### src/rtl/mwrf_pkg.sv
// shared types and constants of the median-of-window range filter
package mwrf_pkg;

  localparam int unsigned WINDOW_DEF = 10;

  localparam int unsigned SAMPLE_W = 8;
  localparam int unsigned GAIN_W   = 16;
  localparam int unsigned OFFSET_W = 24;
  localparam int unsigned DIST_W   = 25;
  localparam int unsigned CFG_W    = 24;
  localparam int unsigned CFG_IDX_W = 1;

  localparam logic [GAIN_W-1:0]   GAIN_RST   = 16'h0100;
  localparam logic [OFFSET_W-1:0] OFFSET_RST = 24'h000000;

  localparam logic [CFG_IDX_W-1:0] CFG_GAIN   = 1'b0;
  localparam logic [CFG_IDX_W-1:0] CFG_OFFSET = 1'b1;

  typedef enum logic [4:0] {
    S_IDLE = 5'b00001,
    S_LOAD = 5'b00010,
    S_SCAN = 5'b00100,
    S_MUL  = 5'b01000,
    S_EMIT = 5'b10000
  } mwrf_state_e;

  // rank counter control from the sequencer
  typedef struct packed {
    logic clear;
    logic step;
  } mwrf_rank_ctrl_t;

endpackage

### src/rtl/mwrf_store.sv
// generic ram: one write port, one registered read port
module mwrf_store #(
  parameter int unsigned WIDTH  = mwrf_pkg::SAMPLE_W,
  parameter int unsigned DEPTH  = mwrf_pkg::WINDOW_DEF,
  parameter int unsigned ADDR_W = (DEPTH > 1) ? $clog2(DEPTH) : 1
) (
  input  logic              clk_i,
  input  logic              we_i,
  input  logic [ADDR_W-1:0] waddr_i,
  input  logic [WIDTH-1:0]  wdata_i,
  input  logic [ADDR_W-1:0] raddr_i,
  output logic [WIDTH-1:0]  rdata_o
);

  logic [WIDTH-1:0] mem_q [DEPTH];
  logic [WIDTH-1:0] rdata_q;

  // payload only, no reset
  always_ff @(posedge clk_i) begin
    if (we_i) begin
      mem_q[waddr_i] <= wdata_i;
    end
    // a read of the address being written returns the new data
    if (we_i && (waddr_i == raddr_i)) begin
      rdata_q <= wdata_i;
    end else begin
      rdata_q <= mem_q[raddr_i];
    end
  end

  assign rdata_o = rdata_q;

endmodule

### src/rtl/mwrf_rank.sv
// shared compare unit and rank counter for the median selection
module mwrf_rank #(
  parameter int unsigned WINDOW = mwrf_pkg::WINDOW_DEF,
  parameter int unsigned IDX_W  = (WINDOW > 1) ? $clog2(WINDOW) : 1
) (
  input  logic                          clk_i,
  input  logic                          rst_ni,
  input  mwrf_pkg::mwrf_rank_ctrl_t     ctrl_i,
  input  logic [mwrf_pkg::SAMPLE_W-1:0] cand_i,
  input  logic [mwrf_pkg::SAMPLE_W-1:0] scan_i,
  input  logic                          tie_wins_i,
  output logic [IDX_W-1:0]              rank_next_o
);

  logic [IDX_W-1:0] rank_q, rank_d;
  logic             below;

  // scan element sorts before the candidate: smaller, or equal and earlier
  assign below       = (scan_i < cand_i) || ((scan_i == cand_i) && tie_wins_i);
  assign rank_next_o = IDX_W'(rank_q + IDX_W'(below));

  always_comb begin
    rank_d = rank_q;
    if (ctrl_i.clear) begin
      rank_d = '0;
    end else if (ctrl_i.step) begin
      rank_d = rank_next_o;
    end
  end

  always_ff @(posedge clk_i or negedge rst_ni) begin
    if (!rst_ni) begin
      rank_q <= '0;
    end else begin
      rank_q <= rank_d;
    end
  end

endmodule

### src/rtl/mwrf_dist.sv
// distance datapath: registered gain product, then offset add
module mwrf_dist (
  input  logic                                 clk_i,
  input  logic                                 mul_en_i,
  input  logic signed [mwrf_pkg::GAIN_W-1:0]   gain_i,
  input  logic        [mwrf_pkg::SAMPLE_W-1:0] median_i,
  input  logic signed [mwrf_pkg::OFFSET_W-1:0] offset_i,
  output logic signed [mwrf_pkg::DIST_W-1:0]   distance_o
);

  localparam int unsigned DW = mwrf_pkg::DIST_W;
  localparam int unsigned GW = mwrf_pkg::GAIN_W;
  localparam int unsigned SW = mwrf_pkg::SAMPLE_W;
  localparam int unsigned OW = mwrf_pkg::OFFSET_W;

  logic signed [DW-1:0] gain_ext, med_ext, off_ext, prod_d, prod_q;

  assign gain_ext = {{(DW-GW){gain_i[GW-1]}}, gain_i};
  assign med_ext  = {{(DW-SW){1'b0}}, median_i};
  assign off_ext  = {{(DW-OW){offset_i[OW-1]}}, offset_i};

  // true product fits in 25 bits, truncation is exact
  assign prod_d = gain_ext * med_ext;

  always_ff @(posedge clk_i) begin
    if (mul_en_i) begin
      prod_q <= prod_d;
    end
  end

  assign distance_o = prod_q + off_ext;

endmodule

### src/rtl/median_of_window_range_filter_core.sv
// top level of the median-of-window range filter: sequencer, registers, output stage
// a clean sample that does not complete the window is stored and counted at acceptance;
//   the error result is visible the cycle after acceptance
// a completing sample starts the rank search: one compare per cycle, each candidate scanned
//   over the whole window; then busy until the median is out
// throughput: one sample per cycle while the window fills and no result waits
// reset: async active low, clears fill count, sequencer, output valid; gain=1.0, offset=0
module median_of_window_range_filter_core #(
  parameter int unsigned WINDOW = mwrf_pkg::WINDOW_DEF
) (
  input  logic                                 clk_i,
  input  logic                                 rst_ni,
  // configuration writes
  input  logic                                 cfg_we_i,
  input  logic        [mwrf_pkg::CFG_IDX_W-1:0] cfg_idx_i,
  input  logic        [mwrf_pkg::CFG_W-1:0]    cfg_wdata_i,
  // sample channel
  input  logic                                 in_valid_i,
  output logic                                 in_ready_o,
  input  logic        [mwrf_pkg::SAMPLE_W-1:0] range_sample_i,
  input  logic                                 sample_error_i,
  // result channel
  output logic                                 out_valid_o,
  input  logic                                 out_ready_i,
  output logic                                 failed_o,
  output logic        [mwrf_pkg::SAMPLE_W-1:0] median_range_o,
  output logic signed [mwrf_pkg::DIST_W-1:0]   distance_o
);

  localparam int unsigned IDX_W = (WINDOW > 1) ? $clog2(WINDOW) : 1;
  localparam logic [IDX_W-1:0] LAST    = IDX_W'(WINDOW - 1);
  localparam logic [IDX_W-1:0] MED_IDX = IDX_W'((WINDOW - 1) / 2);

  // configuration registers
  logic signed [mwrf_pkg::GAIN_W-1:0]   gain_q;
  logic signed [mwrf_pkg::OFFSET_W-1:0] offset_q;

  always_ff @(posedge clk_i or negedge rst_ni) begin
    if (!rst_ni) begin
      gain_q   <= mwrf_pkg::GAIN_RST;
      offset_q <= mwrf_pkg::OFFSET_RST;
    end else if (cfg_we_i) begin
      unique case (cfg_idx_i)
        mwrf_pkg::CFG_GAIN:   gain_q   <= cfg_wdata_i[mwrf_pkg::GAIN_W-1:0];
        mwrf_pkg::CFG_OFFSET: offset_q <= cfg_wdata_i[mwrf_pkg::OFFSET_W-1:0];
        default: ;
      endcase
    end
  end

  // sequencer state
  mwrf_pkg::mwrf_state_e state_q, state_d;
  logic [IDX_W-1:0] fill_q, fill_d;   // samples held in the current window
  logic [IDX_W-1:0] cand_idx_q, cand_idx_d;
  logic [IDX_W-1:0] scan_idx_q, scan_idx_d;

  // datapath registers
  logic [mwrf_pkg::SAMPLE_W-1:0] cand_q, cand_d;
  logic [mwrf_pkg::SAMPLE_W-1:0] med_q, med_d;

  // output stage
  logic                                 out_valid_q, out_valid_d;
  logic                                 failed_q, failed_d;
  logic        [mwrf_pkg::SAMPLE_W-1:0] median_q, median_d;
  logic signed [mwrf_pkg::DIST_W-1:0]   dist_q, dist_d;

  logic                                 in_fire;
  logic                                 out_free;
  logic                                 store_we;
  logic        [IDX_W-1:0]              rd_addr;
  logic        [mwrf_pkg::SAMPLE_W-1:0] rd_data;
  logic        [IDX_W-1:0]              rank_next;
  mwrf_pkg::mwrf_rank_ctrl_t            rank_ctrl;
  logic                                 mul_en;
  logic signed [mwrf_pkg::DIST_W-1:0]   dist_sum;

  // output slot is free now or frees at this edge
  assign out_free = !out_valid_q || out_ready_i;

  // a sample that yields no result can go in even while a result waits
  assign in_ready_o = (state_q == mwrf_pkg::S_IDLE) &&
                      (out_free || (!sample_error_i && (fill_q != LAST)));
  assign in_fire    = in_valid_i && in_ready_o;

  assign store_we = in_fire && !sample_error_i;
  // store read is registered, so the address is taken from the next values of the index registers
  assign rd_addr  = (state_d == mwrf_pkg::S_LOAD) ? cand_idx_d : scan_idx_d;

  mwrf_store #(
    .WIDTH  (mwrf_pkg::SAMPLE_W),
    .DEPTH  (WINDOW),
    .ADDR_W (IDX_W)
  ) u_store (
    .clk_i   (clk_i),
    .we_i    (store_we),
    .waddr_i (fill_q),
    .wdata_i (range_sample_i),
    .raddr_i (rd_addr),
    .rdata_o (rd_data)
  );

  // rank of the candidate: count of entries that sort before it
  assign rank_ctrl.clear = (state_q == mwrf_pkg::S_LOAD);
  assign rank_ctrl.step  = (state_q == mwrf_pkg::S_SCAN);

  mwrf_rank #(
    .WINDOW (WINDOW),
    .IDX_W  (IDX_W)
  ) u_rank (
    .clk_i       (clk_i),
    .rst_ni      (rst_ni),
    .ctrl_i      (rank_ctrl),
    .cand_i      (cand_q),
    .scan_i      (rd_data),
    .tie_wins_i  (scan_idx_q < cand_idx_q),
    .rank_next_o (rank_next)
  );

  assign mul_en = (state_q == mwrf_pkg::S_MUL);

  mwrf_dist u_dist (
    .clk_i      (clk_i),
    .mul_en_i   (mul_en),
    .gain_i     (gain_q),
    .median_i   (med_q),
    .offset_i   (offset_q),
    .distance_o (dist_sum)
  );

  always_comb begin
    state_d     = state_q;
    fill_d      = fill_q;
    cand_idx_d  = cand_idx_q;
    scan_idx_d  = scan_idx_q;
    cand_d      = cand_q;
    med_d       = med_q;
    out_valid_d = out_valid_q && !out_ready_i;
    failed_d    = failed_q;
    median_d    = median_q;
    dist_d      = dist_q;

    unique case (state_q)
      mwrf_pkg::S_IDLE: begin
        if (in_fire) begin
          if (sample_error_i) begin
            // aborted window: failure transaction, count cleared
            fill_d      = '0;
            out_valid_d = 1'b1;
            failed_d    = 1'b1;
            median_d    = '0;
            dist_d      = '0;
          end else if (fill_q == LAST) begin
            fill_d     = '0;
            cand_idx_d = '0;
            state_d    = mwrf_pkg::S_LOAD;
          end else begin
            fill_d = IDX_W'(fill_q + 1'b1);
          end
        end
      end
      mwrf_pkg::S_LOAD: begin
        cand_d     = rd_data;
        scan_idx_d = '0;
        state_d    = mwrf_pkg::S_SCAN;
      end
      mwrf_pkg::S_SCAN: begin
        if (scan_idx_q == LAST) begin
          if (rank_next == MED_IDX) begin
            med_d   = cand_q;
            state_d = mwrf_pkg::S_MUL;
          end else begin
            cand_idx_d = IDX_W'(cand_idx_q + 1'b1);
            state_d    = mwrf_pkg::S_LOAD;
          end
        end else begin
          scan_idx_d = IDX_W'(scan_idx_q + 1'b1);
        end
      end
      mwrf_pkg::S_MUL: begin
        state_d = mwrf_pkg::S_EMIT;
      end
      mwrf_pkg::S_EMIT: begin
        // hold until the output slot is free
        if (out_free) begin
          out_valid_d = 1'b1;
          failed_d    = 1'b0;
          median_d    = med_q;
          dist_d      = dist_sum;
          state_d     = mwrf_pkg::S_IDLE;
        end
      end
      default: state_d = mwrf_pkg::S_IDLE;
    endcase
  end

  always_ff @(posedge clk_i or negedge rst_ni) begin
    if (!rst_ni) begin
      state_q     <= mwrf_pkg::S_IDLE;
      fill_q      <= '0;
      cand_idx_q  <= '0;
      scan_idx_q  <= '0;
      out_valid_q <= 1'b0;
    end else begin
      state_q     <= state_d;
      fill_q      <= fill_d;
      cand_idx_q  <= cand_idx_d;
      scan_idx_q  <= scan_idx_d;
      out_valid_q <= out_valid_d;
    end
  end

  // payload registers, no reset
  always_ff @(posedge clk_i) begin
    cand_q   <= cand_d;
    med_q    <= med_d;
    failed_q <= failed_d;
    median_q <= median_d;
    dist_q   <= dist_d;
  end

  assign out_valid_o    = out_valid_q;
  assign failed_o       = failed_q;
  assign median_range_o = median_q;
  assign distance_o     = dist_q;

  // a failure transaction carries zero payload
  a_fail_zero: assert property (@(posedge clk_i) disable iff (!rst_ni)
    (out_valid_o && failed_o) |-> (median_range_o == '0 && distance_o == '0))
    else $error("failure transaction with nonzero payload");

  // a completing sample starts the rank search
  a_full_starts_sort: assert property (@(posedge clk_i) disable iff (!rst_ni)
    (in_fire && !sample_error_i && fill_q == LAST) |=>
      (state_q == mwrf_pkg::S_LOAD && fill_q == '0 && cand_idx_q == '0))
    else $error("full window did not start the rank search");

  // a pending result is never overwritten
  a_no_overwrite: assert property (@(posedge clk_i) disable iff (!rst_ni)
    (out_valid_q && !out_ready_i) |=>
      (out_valid_q && $stable(failed_q) && $stable(median_q) && $stable(dist_q)))
    else $error("pending result overwritten");

  // window indices stay inside the store
  a_idx_range: assert property (@(posedge clk_i) disable iff (!rst_ni)
    (fill_q <= LAST) && (scan_idx_q <= LAST) && (cand_idx_q <= LAST))
    else $error("window index out of range");

  // the median candidate is always found before the candidates run out
  a_cand_found: assert property (@(posedge clk_i) disable iff (!rst_ni)
    (state_q == mwrf_pkg::S_SCAN && scan_idx_q == LAST && cand_idx_q == LAST) |->
      (rank_next == MED_IDX))
    else $error("no candidate had the median rank");

endmodule

### config.mk
export PLATFORM = sky130hd
export DESIGN_NAME = median_of_window_range_filter_core
export DESIGN_NICKNAME = d
export VERILOG_FILES = /design/src/rtl/mwrf_pkg.sv /design/src/rtl/mwrf_store.sv /design/src/rtl/mwrf_rank.sv /design/src/rtl/mwrf_dist.sv /design/src/rtl/median_of_window_range_filter_core.sv
export SDC_FILE = /design/constraint.sdc
export NUM_CORES = 1
export LEC_CHECK = 0
export ABC_AREA = 1
export BUFFER_PORTS_ARGS = -buffer_cell sky130_fd_sc_hd__buf_2
export CELL_PAD_IN_SITES_DETAIL_PLACEMENT = 0
export CELL_PAD_IN_SITES_GLOBAL_PLACEMENT = 1
export CORE_AREA = 2 2 207 158
export CTS_BUF_LIST = sky130_fd_sc_hd__clkbuf_8
export DETAILED_ROUTE_END_ITERATION = 7
export DIE_AREA = 0 0 209 160
export PLACE_DENSITY_LB_ADDON = 0.1
export SLEW_MARGIN = 30
export SYNTH_ARGS = -nofsm -noshare
export SYNTH_HDL_FRONTEND = slang
export SYNTH_HIERARCHICAL = 1
export SYNTH_SLANG_ARGS = --single-unit
### constraint.sdc
create_clock -name clk_i -period 13.3 [get_ports clk_i]
set_input_delay 0.665 -clock clk_i [delete_from_list [all_inputs] [get_ports clk_i]]
set_output_delay 0.665 -clock clk_i [all_outputs]
set_load 0.005 [all_outputs]
==> load_flow_metrics.sql <==
INSERT INTO impl_metrics (metric_group, metric, value, unit) VALUES
('synth', 'post_synth_inst_count', '2027', ''),
('clocking', 'ctsHtreeMaxLevel', '2', ''),
('sta', 'unrepaired_setup_endpoints_after_global_routing', 'false', ''),
('route', 'detail_route.first_pass.iterations', '7', ''),
('grt', 'grt_pass1_vias', '12244', ''),
('route', 'postRouteAntennaNets', '0', ''),
('clocking', 'tritoncts', 'built', ''),
('clocking', 'cts.clk_slew.worst_paths', '0.07', 'ns'),
('power_and_ir_drop', 'standby_leakage_power', '0.009765', 'uW'),
('setup_path', 'critPathCaptureType', 'register', ''),
('grt', 'track_usage', '0.2389', ''),
('layout', 'area_growth', '8.747', '%'),
('sta', 'timing.final.ws_setup', '8.489', 'ns'),
('floorplan', 'core_area', '31740', 'um^2'),
('synth', 'synth.top_cells.by_area', 'sky130_fd_sc_hd__edfxtp_1 28%, sky130_fd_sc_hd__nand2_1 14%, sky130_fd_sc_hd__fa_1 13%, sky130_fd_sc_hd__inv_1 12%, sky130_fd_sc_hd__dfrtp_1 9.1%', ''),
('layout', 'n_antenna_cell', '0', ''),
('clocking', 'cts_setup_buffers', '0', ''),
('grt', 'grt_overflow_total', '0', ''),
('synth', 'seq_area_frac_synth', '0.3830', ''),
('run_status', 'run_status', 'complete, no violations', ''),
('synth', 'synth-seq-cells', '221', ''),
('grt', 'maximum_number_of_pins_on_one_net_before_global_route_repair', '63', ''),
('power_and_ir_drop', 'ir_drop', '87.92', 'uV'),
('synth', 'synth_ff_type', 'sky130_fd_sc_hd__edfxtp_1', ''),
('placement', 'place_ws', '8.515', 'ns'),
('grt', 'antenna_found_initial', '0', ''),
('placement', 'placement.cell_area', '17060', 'um^2'),
('layout', 'design_area', '17860', 'um^2'),
('floorplan', 'die-height', '160', 'um'),
('sta', 'final.period_utilization', '0.3618', ''),
('setup_path', 'worst-endpoint-arrival', '5.10', 'ns'),
('setup_path', 'worst_path_fanout_max', '17', ''),
('power_and_ir_drop', 'post-layout-total-power', '2663', 'uW'),
('setup_path', 'critical_path.startpoint_type', 'register', ''),
('synth', 'synth_top_cell_by_area', 'sky130_fd_sc_hd__edfxtp_1', ''),
('sta', 'fmax', '207.8', 'MHz'),
('route', 'drt-initial-drc-count', '788', ''),
('setup_path', 'setup.reg_to_reg.worst_slack', '8.49', 'ns'),
('route', 'detail_route.vias_per_cell', '4.912', ''),
('route', 'drc_errors', '0', ''),
('placement', 'place.detailed.hpwl', '29.43', 'mm'),
('power_and_ir_drop', 'powerDensity', '149.1', 'nW/um^2'),
('synth', 'yosys.cell_types.count', '45', ''),
('clocking', 'numCtsBuffers', '38', ''),
('synth', 'yosysTopAreaCellShare', '0.2835', ''),
('synth', 'synth_enable_flop_cells', '155', ''),
('layout', 'final_common_cell', 'sky130_fd_sc_hd__nand2_1', ''),
('clocking', 'post_cts.resized_instances', '0', ''),
('synth', 'asyncSetResetFlopFracSynth', '0.2805', ''),
('sta', 'totalNegativeSetupSlack', '0', 'ns'),
('floorplan', 'die-area', '33440', 'um^2'),
('clocking', 'quantity_of_hold_fixing_buffers_added_after_cts', '0', ''),
('hold_path', 'hold_path_class', 'input pin to asynchronous set/reset pin', ''),
('placement', 'global_placer_s_final_weighted_congestion', '0.8660', ''),
('floorplan', 'io-pin-count', '75', ''),
('sta', 'fin_crit', '4.811', 'ns'),
('setup_path', 'setup.worst_path.class', 'register to register', ''),
('sta', 'hold_viol_final', '0', ''),
('route', 'detailroute.via_count', '12443', ''),
('synth', 'post_synth_instance_area', '16420', 'um^2'),
('clocking', 'max-clock-path-buffers', '3', ''),
('route', 'routedWlPerCell', '15.10', 'um'),
('route', 'routed_wl', '38.25', 'mm'),
('sta', 'worst_clock_skew', '0.04323', 'ns'),
('synth', 'post_synth.cell_area_avg', '8.101', 'um^2'),
('sta', 'slew-limit-headroom', '0.3437', ''),
('layout', 'most_frequent_cells_in_the_layout', '603 x sky130_fd_sc_hd__nand2_1, 520 x sky130_fd_sc_hd__inv_1, 155 x sky130_fd_sc_hd__edfxtp_1', ''),
('run', 'timing.max_cap.violations', '0', ''),
('floorplan', 'number_of_cell_rows', '57', ''),
('clocking', 'worst_skew_pair.late_latency', '0.57', 'ns'),
('sta', 'drv_slew', '0', '');
## synthesized netlist by cell type, types with 4 or more instances
library cell and n:
sky130_fd_sc_hd__buf_2 5, sky130_fd_sc_hd__inv_2 9, sky130_fd_sc_hd__xnor2_1 4, sky130_fd_sc_hd__a21oi_1 27
sky130_fd_sc_hd__o21ai_0 46, sky130_fd_sc_hd__inv_1 507, sky130_fd_sc_hd__mux2_2 8, sky130_fd_sc_hd__buf_1 5
sky130_fd_sc_hd__clkbuf_1 35, sky130_fd_sc_hd__fa_1 103, sky130_fd_sc_hd__ha_1 92, sky130_fd_sc_hd__nand2_1 604
sky130_fd_sc_hd__nor2_2 14, sky130_fd_sc_hd__nand4_1 17, sky130_fd_sc_hd__xor2_1 25, sky130_fd_sc_hd__buf_4 4
sky130_fd_sc_hd__buf_6 6, sky130_fd_sc_hd__dfrtp_1 60, sky130_fd_sc_hd__edfxtp_1 155, sky130_fd_sc_hd__nand2_2 18
sky130_fd_sc_hd__and2_1 5, sky130_fd_sc_hd__nor2_1 114, sky130_fd_sc_hd__nand3_1 123, sky130_fd_sc_hd__nand3_2 8
sky130_fd_sc_hd__dfxtp_1 4
## cell type report
class / count / area, um^2
Fill cell: 2938 / 13880
Multi-Input combinational cell: 1233 / 7904
Sequential cell: 221 / 6289
Inverter: 517 / 1946
Clock buffer: 40 / 550.5
Tap cell: 413 / 516.7
Timing Repair Buffer: 80 / 435.4
Clock inverter: 29 / 216.5
## worst paths after layout
kind                                startpoint                          end  depth (start not counted)
setup / recovery            med_q[0]$_DFFE_PP_  u_dist/prod_q[24]$_DFFE_PP_                         16
hold / removal                          rst_ni      offset_q[5]$_DFFE_PN0P_                          2
setup reg to reg            med_q[0]$_DFFE_PP_  u_dist/prod_q[24]$_DFFE_PP_                         16
hold reg to reg            cand_q[6]$_DFFE_PP_           med_q[6]$_DFFE_PP_                          0
max in group asynchronous               rst_ni        gain_q[8]$_DFFE_PN1P_                          3
min in group clk_i             cfg_wdata_i[20]     offset_q[20]$_DFFE_PN0P_                          2
## logic make-up after synthesis
| group | share of synthesized area |
|---|---|
| compound gates | 0.02758 |
| xor+xnor | 0.01646 |
| fa+ha+maj | 0.1957 |
| buf+inv | 0.1360 |
| flops | 0.3830 |
| mux | 0.006096 |
| simple gates | 0.2352 |
## worst max-delay path: stages (launching register included)
cell and delay, ns:
sky130_fd_sc_hd__edfxtp_1 0.77, sky130_fd_sc_hd__nand2_1 0.25, sky130_fd_sc_hd__fa_1 0.78, sky130_fd_sc_hd__inv_1 0.09, sky130_fd_sc_hd__fa_1 0.47, sky130_fd_sc_hd__fa_1 0.54
sky130_fd_sc_hd__inv_1 0.05, sky130_fd_sc_hd__fa_1 0.47, sky130_fd_sc_hd__inv_1 0.04, sky130_fd_sc_hd__ha_1 0.34, sky130_fd_sc_hd__nand2_1 0.11, sky130_fd_sc_hd__inv_1 0.10
sky130_fd_sc_hd__nand3_1 0.11, sky130_fd_sc_hd__nor2_2 0.13, sky130_fd_sc_hd__nand3b_1 0.12, sky130_fd_sc_hd__nand4_1 0.11, sky130_fd_sc_hd__nand2_1 0.06
## through the flow
stage                     utilization  std cells
final                          0.5627       2533
after global routing           0.5627       2533
after CTS                      0.5616       2532
after detailed placement       0.5375       2463
after global placement         0.5375       2463
after floorplan                     -       2027
## where the power goes
group | internal [uW] | switching (uW) | total [uW]
Combinational | 411 | 751 | 1160
Clock | 340 | 296 | 637
Sequential | 822 | 43.6 | 865
Total | 1570 | 1090 | 2660
## registers in the layout, indices dropped and copies added, names as in the netlist, named ones only
| signal | count |
|---|---|
| u_dist/prod_q | 25 |
| out_valid_o | 1 |
| u_store/mem_q | 80 |
| cand_idx_q | 4 |
| scan_idx_q | 4 |
| med_q | 8 |
| cand_q | 8 |
| state_q | 5 |
| gain_q | 16 |
| median_range_o | 8 |
| offset_q | 24 |
| failed_o | 1 |
| u_rank/rank_q | 4 |
| fill_q | 4 |
| distance_o | 25 |
## routing by layer
metal | wire, um | track usage | share of wire
met5 | 0 | 0 | 0
met1 | 19520 | 0.3727 | 0.51
met3 | 2390 | 0.03874 | 0.062
met2 | 15730 | 0.3479 | 0.41
met4 | 610 | 0.05617 | 0.016
Power figures use the tool's default switching activity.
